<file path="src/rtl/core/usc_pkg.sv">
package usc_pkg;

  typedef logic [7:0] char_t;

  localparam int NUM_SCHEMES = 18;
  localparam int MAX_SCHEME  = 8;

  // Parse phase codes
  localparam logic [2:0] PH_SCHEME      = 3'd0;
  localparam logic [2:0] PH_COLON       = 3'd1;
  localparam logic [2:0] PH_COLON_SLASH = 3'd2;
  localparam logic [2:0] PH_AUTHORITY   = 3'd3;
  localparam logic [2:0] PH_REST        = 3'd4;
  localparam logic [2:0] PH_DEAD        = 3'd5;

  localparam char_t CH_COLON = 8'h3A;
  localparam char_t CH_SLASH = 8'h2F;
  localparam char_t CH_QUERY = 8'h3F;
  localparam char_t CH_HASH  = 8'h23;
  localparam char_t CH_AT    = 8'h40;
  localparam char_t CH_PLUS  = 8'h2B;
  localparam char_t CH_MINUS = 8'h2D;
  localparam char_t CH_DOT   = 8'h2E;
  localparam char_t CH_NUL   = 8'h00;

  typedef logic [NUM_SCHEMES-1:0] cand_mask_t;

  // Stream scheme names, lower case, padded with NUL
  localparam char_t SCHEME_TBL [NUM_SCHEMES][MAX_SCHEME] = '{
    '{"f", "t", "p", CH_NUL, CH_NUL, CH_NUL, CH_NUL, CH_NUL},
    '{"h", "t", "t", "p", CH_NUL, CH_NUL, CH_NUL, CH_NUL},
    '{"h", "t", "t", "p", "s", CH_NUL, CH_NUL, CH_NUL},
    '{"m", "m", "s", "h", CH_NUL, CH_NUL, CH_NUL, CH_NUL},
    '{"m", "m", "s", "t", CH_NUL, CH_NUL, CH_NUL, CH_NUL},
    '{"r", "t", "m", "p", CH_NUL, CH_NUL, CH_NUL, CH_NUL},
    '{"r", "t", "m", "p", "e", CH_NUL, CH_NUL, CH_NUL},
    '{"r", "t", "m", "p", "s", CH_NUL, CH_NUL, CH_NUL},
    '{"r", "t", "m", "p", "t", CH_NUL, CH_NUL, CH_NUL},
    '{"r", "t", "m", "p", "t", "e", CH_NUL, CH_NUL},
    '{"r", "t", "m", "p", "t", "s", CH_NUL, CH_NUL},
    '{"r", "t", "p", CH_NUL, CH_NUL, CH_NUL, CH_NUL, CH_NUL},
    '{"r", "t", "s", "p", CH_NUL, CH_NUL, CH_NUL, CH_NUL},
    '{"s", "c", "t", "p", CH_NUL, CH_NUL, CH_NUL, CH_NUL},
    '{"s", "r", "t", "p", CH_NUL, CH_NUL, CH_NUL, CH_NUL},
    '{"t", "c", "p", CH_NUL, CH_NUL, CH_NUL, CH_NUL, CH_NUL},
    '{"u", "d", "p", CH_NUL, CH_NUL, CH_NUL, CH_NUL, CH_NUL},
    '{"u", "d", "p", "l", "i", "t", "e", CH_NUL}
  };

  localparam logic [3:0] SCHEME_LEN [NUM_SCHEMES] = '{
    4'd3, 4'd4, 4'd5, 4'd4, 4'd4, 4'd4, 4'd5, 4'd5, 4'd5,
    4'd6, 4'd6, 4'd3, 4'd4, 4'd4, 4'd4, 4'd3, 4'd3, 4'd7
  };

  function automatic logic is_letter(input char_t c);
    return ((c >= "a") && (c <= "z")) || ((c >= "A") && (c <= "Z"));
  endfunction

  function automatic logic is_scheme_byte(input char_t c);
    return is_letter(c) || ((c >= "0") && (c <= "9")) ||
           (c == CH_PLUS) || (c == CH_MINUS) || (c == CH_DOT);
  endfunction

  function automatic char_t to_lower(input char_t c);
    return ((c >= "A") && (c <= "Z")) ? char_t'(c + 8'd32) : c;
  endfunction

endpackage

</file>
<file path="src/rtl/core/usc_in_if.sv">
interface usc_in_if import usc_pkg::*; ();
  logic  valid;
  logic  ready;
  char_t char_in;
  logic  last_char;

  modport source(output valid, char_in, last_char, input ready);
  modport sink(input valid, char_in, last_char, output ready);
endinterface

</file>
<file path="src/rtl/core/usc_out_if.sv">
interface usc_out_if;
  logic valid;
  logic ready;
  logic is_network;
  logic is_supported;
  logic has_credentials;
  logic has_sensitive;

  modport source(output valid, is_network, is_supported, has_credentials, has_sensitive,
                 input ready);
  modport sink(input valid, is_network, is_supported, has_credentials, has_sensitive,
               output ready);
endinterface

</file>
<file path="src/rtl/core/uri_scheme_classifier.sv">
// A verdict passes from the byte register into the result register, which offers it after the last byte.
// Throughput: one byte per clock unless a verdict waits to be taken; the parse state updates once per byte in one pass.
// Backpressure: the byte register holds only while a verdict waits to be taken.
// Reset: rst_n synchronous, active low; clears both valid flags and returns the
// parser to the scheme phase with a full candidate mask.
module uri_scheme_classifier import usc_pkg::*; (
  input  logic      clk,
  input  logic      rst_n,
  usc_in_if.sink    in_ch,
  usc_out_if.source out_ch
);

  // Byte register
  logic  s1_valid_r;
  char_t s1_char_r;
  logic  s1_last_r;

  // Parse state
  logic [2:0] phase_r,  phase_nxt;
  logic [3:0] len_r,    len_nxt;
  cand_mask_t mask_r,   mask_nxt;
  logic       cred_r,   cred_nxt;
  logic       qf_r,     qf_nxt;

  // Result register
  logic out_valid_r;
  logic net_r, sup_r, cred_out_r, sens_r;

  cand_mask_t keep;
  cand_mask_t len_hit;
  char_t      lc;
  logic       s1_drain;
  logic       s1_adv;
  logic       net_nxt;
  logic       sup_nxt;

  // A byte that is not last never produces a verdict, so it can always advance.
  assign s1_drain    = !s1_last_r || !out_valid_r || out_ch.ready;
  assign s1_adv      = s1_valid_r && s1_drain;
  assign in_ch.ready = !s1_valid_r || s1_drain;

  assign lc = to_lower(s1_char_r);

  // Per-scheme lanes: keep a candidate whose byte at this position matches
  always_comb begin
    for (int i = 0; i < NUM_SCHEMES; i++) begin
      keep[i] = (len_r < SCHEME_LEN[i]) && !len_r[3] &&
                (SCHEME_TBL[i][len_r[2:0]] == lc);
    end
  end

  always_comb begin
    phase_nxt = phase_r;
    len_nxt   = len_r;
    mask_nxt  = mask_r;
    cred_nxt  = cred_r;
    qf_nxt    = qf_r;
    case (phase_r)
      PH_SCHEME: begin
        if ((s1_char_r == CH_COLON) && (len_r != 4'd0)) begin
          phase_nxt = PH_COLON;
        end else if ((len_r == 4'd0) ? is_letter(s1_char_r)
                                     : is_scheme_byte(s1_char_r)) begin
          mask_nxt = mask_r & keep;
          // saturate so an over-long scheme never wraps back onto a match
          if (len_r != 4'd15) begin
            len_nxt = len_r + 4'd1;
          end
        end else begin
          phase_nxt = PH_DEAD;
        end
      end
      PH_COLON: begin
        phase_nxt = (s1_char_r == CH_SLASH) ? PH_COLON_SLASH : PH_DEAD;
      end
      PH_COLON_SLASH: begin
        phase_nxt = (s1_char_r == CH_SLASH) ? PH_AUTHORITY : PH_DEAD;
      end
      PH_AUTHORITY: begin
        if (s1_char_r == CH_AT) begin
          cred_nxt = 1'b1;
        end
        if ((s1_char_r == CH_SLASH) || (s1_char_r == CH_QUERY) ||
            (s1_char_r == CH_HASH)) begin
          phase_nxt = PH_REST;
        end
        if ((s1_char_r == CH_QUERY) || (s1_char_r == CH_HASH)) begin
          qf_nxt = 1'b1;
        end
      end
      PH_REST: begin
        if ((s1_char_r == CH_QUERY) || (s1_char_r == CH_HASH)) begin
          qf_nxt = 1'b1;
        end
      end
      default: begin
        phase_nxt = PH_DEAD;
      end
    endcase
  end

  // Verdict from the state as it stands after the last byte
  always_comb begin
    for (int i = 0; i < NUM_SCHEMES; i++) begin
      len_hit[i] = (SCHEME_LEN[i] == len_nxt);
    end
  end

  assign net_nxt = (phase_nxt == PH_AUTHORITY) || (phase_nxt == PH_REST);
  assign sup_nxt = net_nxt && |(mask_nxt & len_hit);

  // Byte register: load on every transfer, hold while stalled
  always_ff @(posedge clk) begin
    if (!rst_n) begin
      s1_valid_r <= 1'b0;
    end else if (in_ch.ready) begin
      s1_valid_r <= in_ch.valid;
    end
    if (in_ch.valid && in_ch.ready) begin
      s1_char_r <= in_ch.char_in;
      s1_last_r <= in_ch.last_char;
    end
  end

  // Parse state: advance per byte, return to reset after the last byte
  always_ff @(posedge clk) begin
    if (!rst_n) begin
      phase_r <= PH_SCHEME;
      len_r   <= 4'd0;
      mask_r  <= '1;
      cred_r  <= 1'b0;
      qf_r    <= 1'b0;
    end else if (s1_adv) begin
      if (s1_last_r) begin
        phase_r <= PH_SCHEME;
        len_r   <= 4'd0;
        mask_r  <= '1;
        cred_r  <= 1'b0;
        qf_r    <= 1'b0;
      end else begin
        phase_r <= phase_nxt;
        len_r   <= len_nxt;
        mask_r  <= mask_nxt;
        cred_r  <= cred_nxt;
        qf_r    <= qf_nxt;
      end
    end
  end

  // Result register: hold the verdict until its transfer
  always_ff @(posedge clk) begin
    if (!rst_n) begin
      out_valid_r <= 1'b0;
    end else if (s1_adv && s1_last_r) begin
      out_valid_r <= 1'b1;
    end else if (out_ch.ready) begin
      out_valid_r <= 1'b0;
    end
    if (s1_adv && s1_last_r) begin
      net_r      <= net_nxt;
      sup_r      <= sup_nxt;
      cred_out_r <= net_nxt && cred_nxt;
      sens_r     <= net_nxt && (cred_nxt || qf_nxt);
    end
  end

  assign out_ch.valid           = out_valid_r;
  assign out_ch.is_network      = net_r;
  assign out_ch.is_supported    = sup_r;
  assign out_ch.has_credentials = cred_out_r;
  assign out_ch.has_sensitive   = sens_r;

  a_verdict_after_last : assert property (@(posedge clk) disable iff (!rst_n)
    $rose(out_valid_r) |-> $past(s1_valid_r && s1_last_r))
    else $error("verdict raised without a last byte");

  a_sup_needs_net : assert property (@(posedge clk) disable iff (!rst_n)
    out_valid_r |-> (!sup_r || net_r))
    else $error("supported verdict on a non-network URI");

  a_cred_is_sensitive : assert property (@(posedge clk) disable iff (!rst_n)
    out_valid_r |-> (!cred_out_r || sens_r))
    else $error("credentials without sensitive flag");

  a_state_cleared : assert property (@(posedge clk) disable iff (!rst_n)
    ($past(rst_n) && $past(s1_adv && s1_last_r)) |->
      ((phase_r == PH_SCHEME) && (len_r == 4'd0) && (mask_r == '1) && !cred_r && !qf_r))
    else $error("parse state not cleared after last byte");

  a_mask_full_at_start : assert property (@(posedge clk) disable iff (!rst_n)
    ((phase_r == PH_SCHEME) && (len_r == 4'd0)) |-> (mask_r == '1))
    else $error("candidate mask narrowed before any scheme byte");

endmodule
</file>
<file path="src/flat_wrapper.sv">
// flat-port wrapper written by rule: the top's interface ports become plain ports
module uri_scheme_classifier_flat import usc_pkg::*;
  (clk, rst_n, in_ch_valid, in_ch_char_in, in_ch_last_char, in_ch_ready, out_ch_valid, out_ch_is_network, out_ch_is_supported, out_ch_has_credentials, out_ch_has_sensitive, out_ch_ready);
  usc_in_if in_ch_i ();
  usc_out_if out_ch_i ();
  input  logic clk;
  input  logic rst_n;
  input wire logic [$bits(in_ch_i.valid)-1:0] in_ch_valid;
  input wire logic [$bits(in_ch_i.char_in)-1:0] in_ch_char_in;
  input wire logic [$bits(in_ch_i.last_char)-1:0] in_ch_last_char;
  output wire logic [$bits(in_ch_i.ready)-1:0] in_ch_ready;
  output wire logic [$bits(out_ch_i.valid)-1:0] out_ch_valid;
  output wire logic [$bits(out_ch_i.is_network)-1:0] out_ch_is_network;
  output wire logic [$bits(out_ch_i.is_supported)-1:0] out_ch_is_supported;
  output wire logic [$bits(out_ch_i.has_credentials)-1:0] out_ch_has_credentials;
  output wire logic [$bits(out_ch_i.has_sensitive)-1:0] out_ch_has_sensitive;
  input wire logic [$bits(out_ch_i.ready)-1:0] out_ch_ready;
  assign in_ch_i.valid = in_ch_valid;
  assign in_ch_i.char_in = in_ch_char_in;
  assign in_ch_i.last_char = in_ch_last_char;
  assign in_ch_ready = in_ch_i.ready;
  assign out_ch_valid = out_ch_i.valid;
  assign out_ch_is_network = out_ch_i.is_network;
  assign out_ch_is_supported = out_ch_i.is_supported;
  assign out_ch_has_credentials = out_ch_i.has_credentials;
  assign out_ch_has_sensitive = out_ch_i.has_sensitive;
  assign out_ch_i.ready = out_ch_ready;
  uri_scheme_classifier u_core (.clk(clk), .rst_n(rst_n), .in_ch(in_ch_i), .out_ch(out_ch_i));
endmodule
</file>
<file path="config.mk">
export PLATFORM = sky130hd
export DESIGN_NAME = uri_scheme_classifier_flat
export DESIGN_NICKNAME = d
export VERILOG_FILES = /design/src/rtl/core/usc_pkg.sv /design/src/rtl/core/usc_in_if.sv /design/src/rtl/core/usc_out_if.sv /design/src/rtl/core/uri_scheme_classifier.sv /design/src/flat_wrapper.sv
export SDC_FILE = /design/constraint.sdc
export NUM_CORES = 1
export LEC_CHECK = 0
export BUFFER_PORTS_ARGS = -buffer_cell sky130_fd_sc_hd__buf_2
export CAP_MARGIN = 15
export CORE_UTILIZATION = 40
export DETAILED_ROUTE_END_ITERATION = 10
export GPL_TIMING_DRIVEN = 0
export PLACE_DENSITY = 0.65
export SYNTH_ARGS = -nofsm -noshare
export SYNTH_HDL_FRONTEND = slang
export SYNTH_SLANG_ARGS = --single-unit
</file>
<file path="constraint.sdc">
create_clock -name clk -period 3.58 [get_ports clk]
set_clock_uncertainty 0.15 [all_clocks]
set_input_delay 0.358 -clock clk [delete_from_list [all_inputs] [get_ports clk]]
set_output_delay 0.358 -clock clk [all_outputs]
set_load 0.02 [all_outputs]
</file>
==> results.md, run 1 <==
- Worst Hold Class: in2reg
- R2R depth: 11
- DR pass1 iterations: 5
- Hold_sp: in_ch_char_in[4]
- CTS tree: yes
- Synth warn: 0
- Clock root buffer: clkbuf_8
- Row cnt: 34
- Crit path cell chain: clkbuf_4 > clkinvlp_4 > ha_4 > a2111o_1 > nor4bb_2 > or2_1 > buf_2 > a31oi_1 > nor2b_1 > a32o_1 > o2bb2ai_2
- CP required: 3.49 ns
- Area Overhead vs Synth: 10.6%
- Nets: 506
- Via count: 3,684
- Pre-CTS setup slack: -0.761 ns
- Initial antenna violation count: 0
- Pwr Density: ~280 nW/um^2
- Layout cell share with drive strength beyond 1: 0.139
- Max Freq: 0.287 GHz
- Commonest non-fill, non-tap cell in the layout: nand2_1
- TritonCTS Sinks: 42
- Synthesized area: 3620 sq um
- GRT Util Overall: 0.255
- Worst path max stage delay: ~0.45 ns
- Status: finished clean
- Die height: 97.1 microns
- Starting density of the core: 0.415
- Hold endpoint: u_core.s1_char_r[4]$_DFFE_PP_
- Netlist cell types: 80
- Max cap viols: 0
- Avg Cell Area, Syn: 7.85 sq um
- Post-DP HPWL: 8850 microns
- Placed Area: 3840 sq um
- Hold depth: 1
- Max Transition Viols Final: 0
- Worst endpoint data arrival time: 3.40 ns
- Detail Route Antenna Nets: 0
- Largest net degree at the start of global routing: 16
- H-Tree Depth: 2
- CTS max path bufs: 2
- Critical Path Fanout Max: 10
- Post-synthesis cell count: ~460
- Most frequent cells in the layout: 39 x nand2_1, 28 x buf_2, 28 x nor2_1, 28 x dfxtp_1, 27 x a21oi_1
- TNS Setup: 0 ns
- Die area: roughly 9400 sq um
- Area contributors post-synth: dfxtp_1 16%, edfxtp_1 11%, xnor2_1 5.6%, nand2_1 4.1%, ha_1 3.8%
- Post-CTS setup buffers: 0
- Slew margin rel.: 0.356
- Final WS setup: 0.0987 ns
- Wire length per cell: between 15 and 20 microns
- First-pass GRT wire length: roughly 19,000 microns
- Crit share post-route: 0.972
- DP Cell Count: 587
- CP endpoint kind: flip-flop
- I/O Pins: 19
- Die Width: 97.1 microns
- RSZ-0062 raised after global routing: false
- Crit path kind: reg2reg
- Total CTS buffers: 5
- Post-synth top area cell: dfxtp_1
- RR Endpoint: u_core.out_ch.is_supported$_DFFE_PP_
- Worst-margin pin slew: 0.962 ns
- R2R setup slack: a little under 0.1 ns
- Async SR Flop Fraction: 0
- Final hold vios: 0
- Worst-path clk slew: 0.09 ns
- Vias per inst: 6.23
- #FFs+latches synth: 42
- DRC Markers: 0
- Final setup viols: 0
- Min cycle time layout: 3.48 ns
- # diodes: 0
- Final instance area: 4000 sq um
- Max VDD drop: 0.169 mV
- Leak Pwr: ~0.0015 uW
- Buffers on Ports: 18
- Slowest cell on crit path: dfxtp_2
- Setup crit start kind: flip-flop
- Net count after synthesis: a little under 500
- Gr ovfl total: 0
- Non-Filler Instances: 591
- Post-synth EDFFs: 13
- DRT Wirelength: about 12,000 microns
- Top cell type's share of synthesized area: 0.160
- Clk_lat worst skew: 0.31 ns
- Final Util: 0.459
- Register area share after synthesis: 0.268
- Vias in the first global route: 3,588
- DR iter-0 viols: between 200 and 250
- Worst R2R Start: u_core.len_r[1]$_SDFFE_PN0P_
- Core outline area: 8720 sq um
- Routability Congestion: 0.961
- Post-synth top flop: dfxtp_1
## routing by layer
layer	part of all wire	track usage	vias to the layer above
met4	0.042	0.124	0
met5	0	0	-
li1	-	-	1745
met1	0.44	0.328	1738
met3	0.063	0.0446	37
met2	0.46	0.411	164
## critical path, delay by kind of cell (launching register included)
family	cells	cell delay, ns
compound gates	4	1.12
buf+inv	3	0.73
simple gates	3	0.50
flops	1	0.45
fa+ha+maj	1	0.27
## how the worst max path moves through the flow
stage                                 startpoint                                    to  slack [ns]  cells after the start
CTS                 u_core.len_r[0]$_SDFFE_PN0P_  u_core.out_ch.is_supported$_DFFE_PP_        0.02                     11
detailed placement  u_core.len_r[1]$_SDFFE_PN0P_  u_core.out_ch.is_supported$_DFFE_PP_       -0.76                     11
global placement    u_core.len_r[0]$_SDFFE_PN0P_  u_core.out_ch.is_supported$_DFFE_PP_       -0.71                     11
floorplan           u_core.len_r[0]$_SDFFE_PN0P_  u_core.out_ch.is_supported$_DFFE_PP_        0.35                     12
global route        u_core.len_r[0]$_SDFFE_PN0P_  u_core.out_ch.is_supported$_DFFE_PP_       0.001                     12
finish              u_core.len_r[1]$_SDFFE_PN0P_  u_core.out_ch.is_supported$_DFFE_PP_         0.1                     11
## per-stage QoR
| step | hold WS, ns | total power, uW |
|---|---|---|
| 2_1_floorplan | 0.279 | 713 |
| 3_3_place_gp | 0.294 | 783 |
| 3_5_place_dp | 0.307 | 785 |
| 4_1_cts | 0.0632 | 1120 |
| 5_1_grt | 0.0580 | 1170 |
| 6_report | 0.0651 | 1120 |
## synthesized netlist by cell type (6+ instances only)
cell type	number
nand2_1	40
dfxtp_1	29
nor2_1	29
a21oi_1	27
xnor2_1	23
clkbuf_1	22
o21ai_0	22
nor3_1	20
inv_1	15
nand3_1	15
nor2b_1	15
edfxtp_1	13
xor2_1	13
a211oi_1	11
ha_1	11
o21ai_1	10
buf_2	9
a31oi_1	7
nor4_1	7
a221o_1	6
a22oi_1	6
buf_1	6
nand3b_1	6
## layout make-up
type	instances	area, sq um
Tap cell	108	135
Timing Repair Buffer	18	90.1
Multi-Input combinational cell	363	2480
Fill cell	855	4720
Clock buffer	5	68.8
Sequential cell	42	972
Buffer	34	164
Clock inverter	3	22.5
Inverter	18	71.3
## where the power goes
group          total [uW]  internal [uW]  switching (uW)
Clock                 331            140             191
Sequential            519            506            13.2
Combinational         269           98.2             171
## state kept, by name, indices dropped and copies added, names as in the netlist
register,count
u_core.mask_r,18
u_core.s1_char_r,8
u_core.len_r,4
u_core.phase_r,3
u_core.cred_r,1
u_core.out_ch.has_credentials,1
u_core.out_ch.has_sensitive,1
u_core.out_ch.is_network,1
u_core.out_ch.is_supported,1
u_core.out_ch.valid,1
u_core.qf_r,1
u_core.s1_last_r,1
u_core.s1_valid_r,1
## cells by family after synthesis
group,count (synthesis),synth area share
adders and majority gates,11,0.0380
xor gates and xnor gates,36,0.0871
buffers and inverters,56,0.0633
AOI/OAI and AO/OA,139,0.270
and+or+nand+nor,170,0.253
DFF,42,0.268
muxes,7,0.0204
## timing repair
item / in CTS / in global routing
gates resized for setup: 13 / 9
endpoints found under the setup margin: 19 / 1
endpoints found under the hold margin: 0 / 0
pin swaps: 0 / 1
cloned: 0 / 0
hold buffers: 0 / 0
(Power assumes the default switching activity.)
==> run 2, diff against run 1 <==
--- a/config.mk
+++ b/config.mk
@@ -5,12 +5,13 @@
 export SDC_FILE = /design/constraint.sdc
 export NUM_CORES = 1
 export LEC_CHECK = 0
+export ABC_AREA = 1
 export BUFFER_PORTS_ARGS = -buffer_cell sky130_fd_sc_hd__buf_2
 export CAP_MARGIN = 15
 export CORE_UTILIZATION = 40
 export DETAILED_ROUTE_END_ITERATION = 10
 export GPL_TIMING_DRIVEN = 0
-export PLACE_DENSITY = 0.65
+export PLACE_DENSITY = 0.58
 export SYNTH_ARGS = -nofsm -noshare
 export SYNTH_HDL_FRONTEND = slang
 export SYNTH_SLANG_ARGS = --single-unit
==> results.md, run 2 <==
- Status: finished clean
- Core outline area: 8300 sq um
- Register area share after synthesis: 0.281
- Top flop regs: u_core.mask_r: 18 flops, u_core.s1_char_r: 8 flops, u_core.len_r: 4 flops
- Register area: just under 1000 sq um
- Final hold vios: 0
- Clock root buffer: clkbuf_8
- Worst endpoint data arrival time: 3.14 ns
- TritonCTS Sinks: 42
- Avg Cell Area, Syn: 6.41 sq um
- Final setup viols: 0
- H-Tree Depth: 2
- Synth warn: 0
- I/O Pins: 19
- Gr ovfl total: 0
- Worst-path clk slew: about 0.080 ns
- Setup crit start kind: flip-flop
- Row cnt: 33
- # diodes: 0
- Nets: 588
- CTS max path bufs: 2
- Initial antenna violation count: 0
- Routability Congestion: 0.943
- Most frequent cells in the layout: 165 x nand2_1, 57 x nor2_1, 49 x nand3_1
- Final Util: 0.456
- Area contributors post-synth: nand2_1 18%, dfxtp_1 17%, edfxtp_1 11%, nand3_1 7.1%, nor2_1 6.2%
- Vias in the first global route: around 3.3k
- Max reg flops: 18
- Buffers on Ports: 18
- Final instance area: 3780 sq um
- First-pass GRT wire length: 16,700 microns
- Area of the multi-input gates: about 2200 sq um
- Post-synthesis cell count: 539
- Crit path kind: reg2reg
- CP endpoint kind: flip-flop
- Crit share post-route: 0.907
- Layout cell share with drive strength beyond 1: 0.140
- Non-Filler Instances: 670
- Wire length per cell: 14.8 microns
- Max VDD drop: approximately 0.17 mV
- Synthesized area: 3460 sq um
- DRC Markers: 0
- Count leader, synth: nand2_1
- CP required: 3.47 ns
- RSZ-0062 raised after global routing: false
- Slew margin rel.: 0.619
- Post-CTS setup buffers: 0
- Max Transition Viols Final: 0
- DP Cell Count: ~660
- DR iter-0 viols: 293
- Number of fill cells in the layout: 884
- Post-DP HPWL: 7860 microns
- Detail Route Antenna Nets: 0
- Most frequent cells after synthesis: 165 x nand2_1, 57 x nor2_1, 49 x nand3_1, 41 x inv_1, 39 x a21oi_1
- Max cap viols: 0
- Post-synth EDFFs: 13
- Commonest non-fill, non-tap cell in the layout: nand2_1
- Leak Pwr: 0.00169 uW
- Critical Path Fanout Max: 9
- DRT Wirelength: 9930 microns
- CTS tree: yes
- Netlist cell types: 41
- #FFs+latches synth: 42
- Die height: 95.0 microns
- Top reg by flops: u_core.mask_r
- DR pass1 iterations: 5
- Async SR Flop Fraction: 0
- Post-synth top flop: dfxtp_1
- Min cycle time layout: 3.25 ns
- Die Width: around 95 microns
- Total Power: 1110 uW
- Net count after synthesis: 563
- Worst Hold Class: in2reg
- Max Freq: 0.308 GHz
- Largest net degree at the start of global routing: 13
- Top cell type's share of synthesized area: 0.179
- Area Overhead vs Synth: 9.45%
- Vias per inst: ~5.3
- Starting density of the core: 0.416
- Die area: 9020 sq um
- CTS Hold Buffers Added: 0
- Placed Area: 3680 sq um
- Post-synth top area cell: nand2_1
- Via count: 3,529
- GRT Util Overall: 0.243
- Total CTS buffers: 5
- Pwr Density: around 290 nW/um^2
- Worst-margin pin slew: 0.557 ns
- TNS Setup: 0 ns
- Clk_lat worst skew: 0.29 ns
## run 2: cell types whose count changed after synthesis, moves of 8 or more
cell      previous run  this run
inv_2                2        10
a211oi_1            11         0
nor3_1              20        12
nand2_1             40       165
a21oi_1             27        39
nor2b_1             15         0
nand3_1             15        49
inv_1               15        41
nor2_1              29        57
clkbuf_1            22         4
xnor2_1             23         1
## run 2: stage by stage
stage	hold WS, ns	setup slack, ns
floorplan	0.287	1.01
global placement	0.297	0.279
detailed placement	0.301	0.347
finish	0.0808	0.334
global route	0.0709	0.0230
CTS	0.0759	0.277
## run 2: worst paths after layout
check / start / to / slack [ns] / cells past startpoint
hold / removal: in_ch_last_char / u_core.s1_last_r$_DFFE_PP_ / 0.08 / 1
hold reg to reg: u_core.mask_r[8]$_SDFFE_PN1P_ / u_core.mask_r[8]$_SDFFE_PN1P_ / 0.32 / 2
setup reg to reg: u_core.len_r[1]$_SDFFE_PN0P_ / u_core.out_ch.is_supported$_DFFE_PP_ / 0.33 / 17
setup / recovery: u_core.len_r[1]$_SDFFE_PN0P_ / u_core.out_ch.is_supported$_DFFE_PP_ / 0.33 / 17
## run 2: cell families after synthesis
kind of cell | after synthesis | share of synthesized area
AOI/OAI and AO/OA | 81 | 0.131
xor gates and xnor gates | 15 | 0.0380
adders and majority gates | 11 | 0.0398
buffers and inverters | 69 | 0.0887
DFF | 42 | 0.281
and+or+nand+nor | 321 | 0.421
## run 2: area by class of cell
class | count | area share
Buffer | 16 | 0.0275
Clock buffer | 8 | 0.0268
Inverter | 53 | 0.0536
Multi-Input combinational cell | 428 | 0.577
Sequential cell | 42 | 0.257
Tap cell | 105 | 0.0347
Timing Repair Buffer | 18 | 0.0238
## run 2: metal layers
metal,wire length (microns),track usage,up-vias
li1,-,-,1819
met1,4950,0.342,1592
met2,4410,0.389,104
met3,374,0.0258,14
met4,186,0.0707,0
met5,0,0,-
## run 2: where the power goes
| group | internal (uW) | switching [uW] | leakage [uW] | total [uW] |
|---|---|---|---|---|
| sequential | 505 | 10.9 | 0.000358 | 516 |
| clock | 181 | 161 | 0.0000506 | 342 |
| combinational | 79.8 | 174 | 0.00128 | 254 |
| total | 765 | 346 | 0.00169 | 1110 |
## run 2: worst max-delay path, cell delays in order, from the launching register on
cell	delay, ns
dfxtp_1	0.35
clkbuf_2	0.20
inv_1	0.25
ha_2	0.31
nand2_2	0.17
nor2_1	0.18
nand3b_1	0.14
nand2_1	0.09
inv_2	0.13
nand2_2	0.08
inv_2	0.13
o21ai_0	0.20
nand2_1	0.13
nor2_1	0.05
a21oi_1	0.12
nand3_1	0.09
nor2_1	0.15
nor2_1	0.06
## run 2: timing repair
item / CTS / global route
hold endpoints to repair: 0 / 0
setup endpoints to repair: 0 / 1
resized for setup: 0 / 2
==> run 3, diff against run 2 <==
--- a/config.mk
+++ b/config.mk
@@ -9,6 +9,7 @@
 export BUFFER_PORTS_ARGS = -buffer_cell sky130_fd_sc_hd__buf_2
 export CAP_MARGIN = 15
 export CORE_UTILIZATION = 40
+export CTS_BUF_LIST = sky130_fd_sc_hd__clkbuf_2 sky130_fd_sc_hd__clkbuf_4 sky130_fd_sc_hd__clkbuf_8
 export DETAILED_ROUTE_END_ITERATION = 10
 export GPL_TIMING_DRIVEN = 0
 export PLACE_DENSITY = 0.58
==> results.md, run 3 (synthesis results as in run 2) <==
- DR iter-0 viols: 290
- DR pass1 iterations: 5
- Crit path kind: reg2reg
- Worst path max stage delay: approximately 0.35 ns
- Worst endpoint data arrival time: 3.13 ns
- Max reg flops: 18
- Most frequent cells in the layout: 165 x nand2_1, 57 x nor2_1, 49 x nand3_1
- GRT Util Overall: 0.242
- Die height: 95.0 microns
- Bufs and invs on worst path: 5
- CP required: 3.47 ns
- DRT Wirelength: 10,000 microns
- Worst-margin pin slew: 0.601 ns
- Clock root buffer: clkbuf_8
- Top flop regs: u_core.mask_r: 18 flops, u_core.s1_char_r: 8 flops, u_core.len_r: 4 flops
- Layout cell share with drive strength beyond 1: 0.143
- CP endpoint kind: flip-flop
- Row cnt: 33
- Leak Pwr: about 0.0017 uW
- Commonest non-fill, non-tap cell in the layout: nand2_1
- Slew margin rel.: 0.589
- Max Freq: 0.308 GHz
- TritonCTS Sinks: 42
- Setup crit start kind: flip-flop
- Area Overhead vs Synth: 9.81%
- Detail Route Antenna Nets: 0
- Worst-path clk slew: 0.08 ns
- Top reg by flops: u_core.mask_r
- Post-CTS setup buffers: 0
- Vias in the first global route: between 3k and 4k
- Clk_lat worst skew: 0.30 ns
- TNS Setup: 0 ns
- Die area: 9020 sq um
- Total Power: around 1200 uW
- Final hold vios: 0
- Min cycle time layout: 3.24 ns
- Max VDD drop: 0.142 mV
- Max Transition Viols Final: 0
- Nets: 588
- H-Tree Depth: 2
- RSZ-0062 raised after global routing: false
- # diodes: 0
- Max cap viols: 0
- Initial antenna violation count: 0
- Top delay family on crit path: simple AND/OR/NAND/NOR gates
- Buffers on Ports: 18
- Gr ovfl total: 0
- Final setup viols: 0
- CTS max path bufs: 2
- First-pass GRT wire length: 16,600 microns
- Pwr Density: 306 nW/um^2
- Largest net degree at the start of global routing: 13
- CTS tree: yes
- Crit path cell chain: clkbuf_2 > inv_1 > ha_2 > nand2_2 > nor2_1 > nand3b_1 > nand2_1 > inv_2 > nand2_2 > inv_2 > buf_6 > nand2_1 > nand2_1 > nand2_1 > nor2_1 > a21oi_2 > nor2_1 > nor2_1
- Starting density of the core: 0.416
- Vias per inst: 5.30
- Worst Hold Class: in2reg
- Core outline area: slightly above 8000 sq um
- Crit share post-route: 0.906
- Status: finished clean
- Die Width: 95.0 microns
- Critical Path Fanout Max: 10
- DRC Markers: 0
- Total CTS buffers: 5
- Number of fill cells in the layout: 875
- Slowest cell on crit path: dfxtp_1
- Via count: between 3k and 4k
- I/O Pins: 19
- Wire length per cell: about 15 microns
- Post-DP HPWL: ~7900 microns
- Routability Congestion: roughly 0.94
==> run 3: area by class of cell <==
type                            instances  area (sq um)  share of cell area
Sequential cell                        42           972               0.256
Buffer                                 16           104              0.0274
Tap cell                              105           131              0.0346
Clock buffer                            7          83.8              0.0221
Multi-Input combinational cell        428          2180               0.575
Inverter                               53           203              0.0534
Clock inverter                          1          30.0             0.00791
Timing Repair Buffer                   18          90.1              0.0237
==> run 3: where the power goes <==
group	switching, uW	internal, uW
clock	166	224
combinational	174	79.8
sequential	11.0	505
==> run 3: final timing paths <==
| path | cells after the start | from | end | slack, ns |
|---|---|---|---|---|
| min | 1 | in_ch_last_char | u_core.s1_last_r$_DFFE_PP_ | 0.08 |
| max reg2reg | 18 | u_core.len_r[1]$_SDFFE_PN0P_ | u_core.out_ch.is_supported$_DFFE_PP_ | 0.34 |
| max | 18 | u_core.len_r[1]$_SDFFE_PN0P_ | u_core.out_ch.is_supported$_DFFE_PP_ | 0.34 |
| min reg2reg | 2 | u_core.mask_r[8]$_SDFFE_PN1P_ | u_core.mask_r[8]$_SDFFE_PN1P_ | 0.32 |
==> run 3: per-stage QoR <==
step	setup slack, ns	cells	utilization	hold slack [ns]	instance area [sq um]
after floorplan	1.01	539	-	0.287	3460
after global placement	0.279	662	0.443	0.297	3680
after detailed placement	0.347	662	0.443	0.301	3680
after CTS	0.290	670	0.457	0.0758	3790
after global routing	0.0219	670	0.457	0.0726	3790
final	0.336	670	0.457	0.0801	3790
==> run 3: what timing repair did <==
action | 4_1_cts | 5_1_grt
hold buffers | 0 | 0
endpoints found under the setup margin | 0 | 1
resized for setup | 0 | 2
==> run 3: routing by layer <==
layer	global-route usage	wire length, microns
met4	0.0745	197
met3	0.0242	408
met2	0.387	4430
met1	0.341	4970
met5	0	0
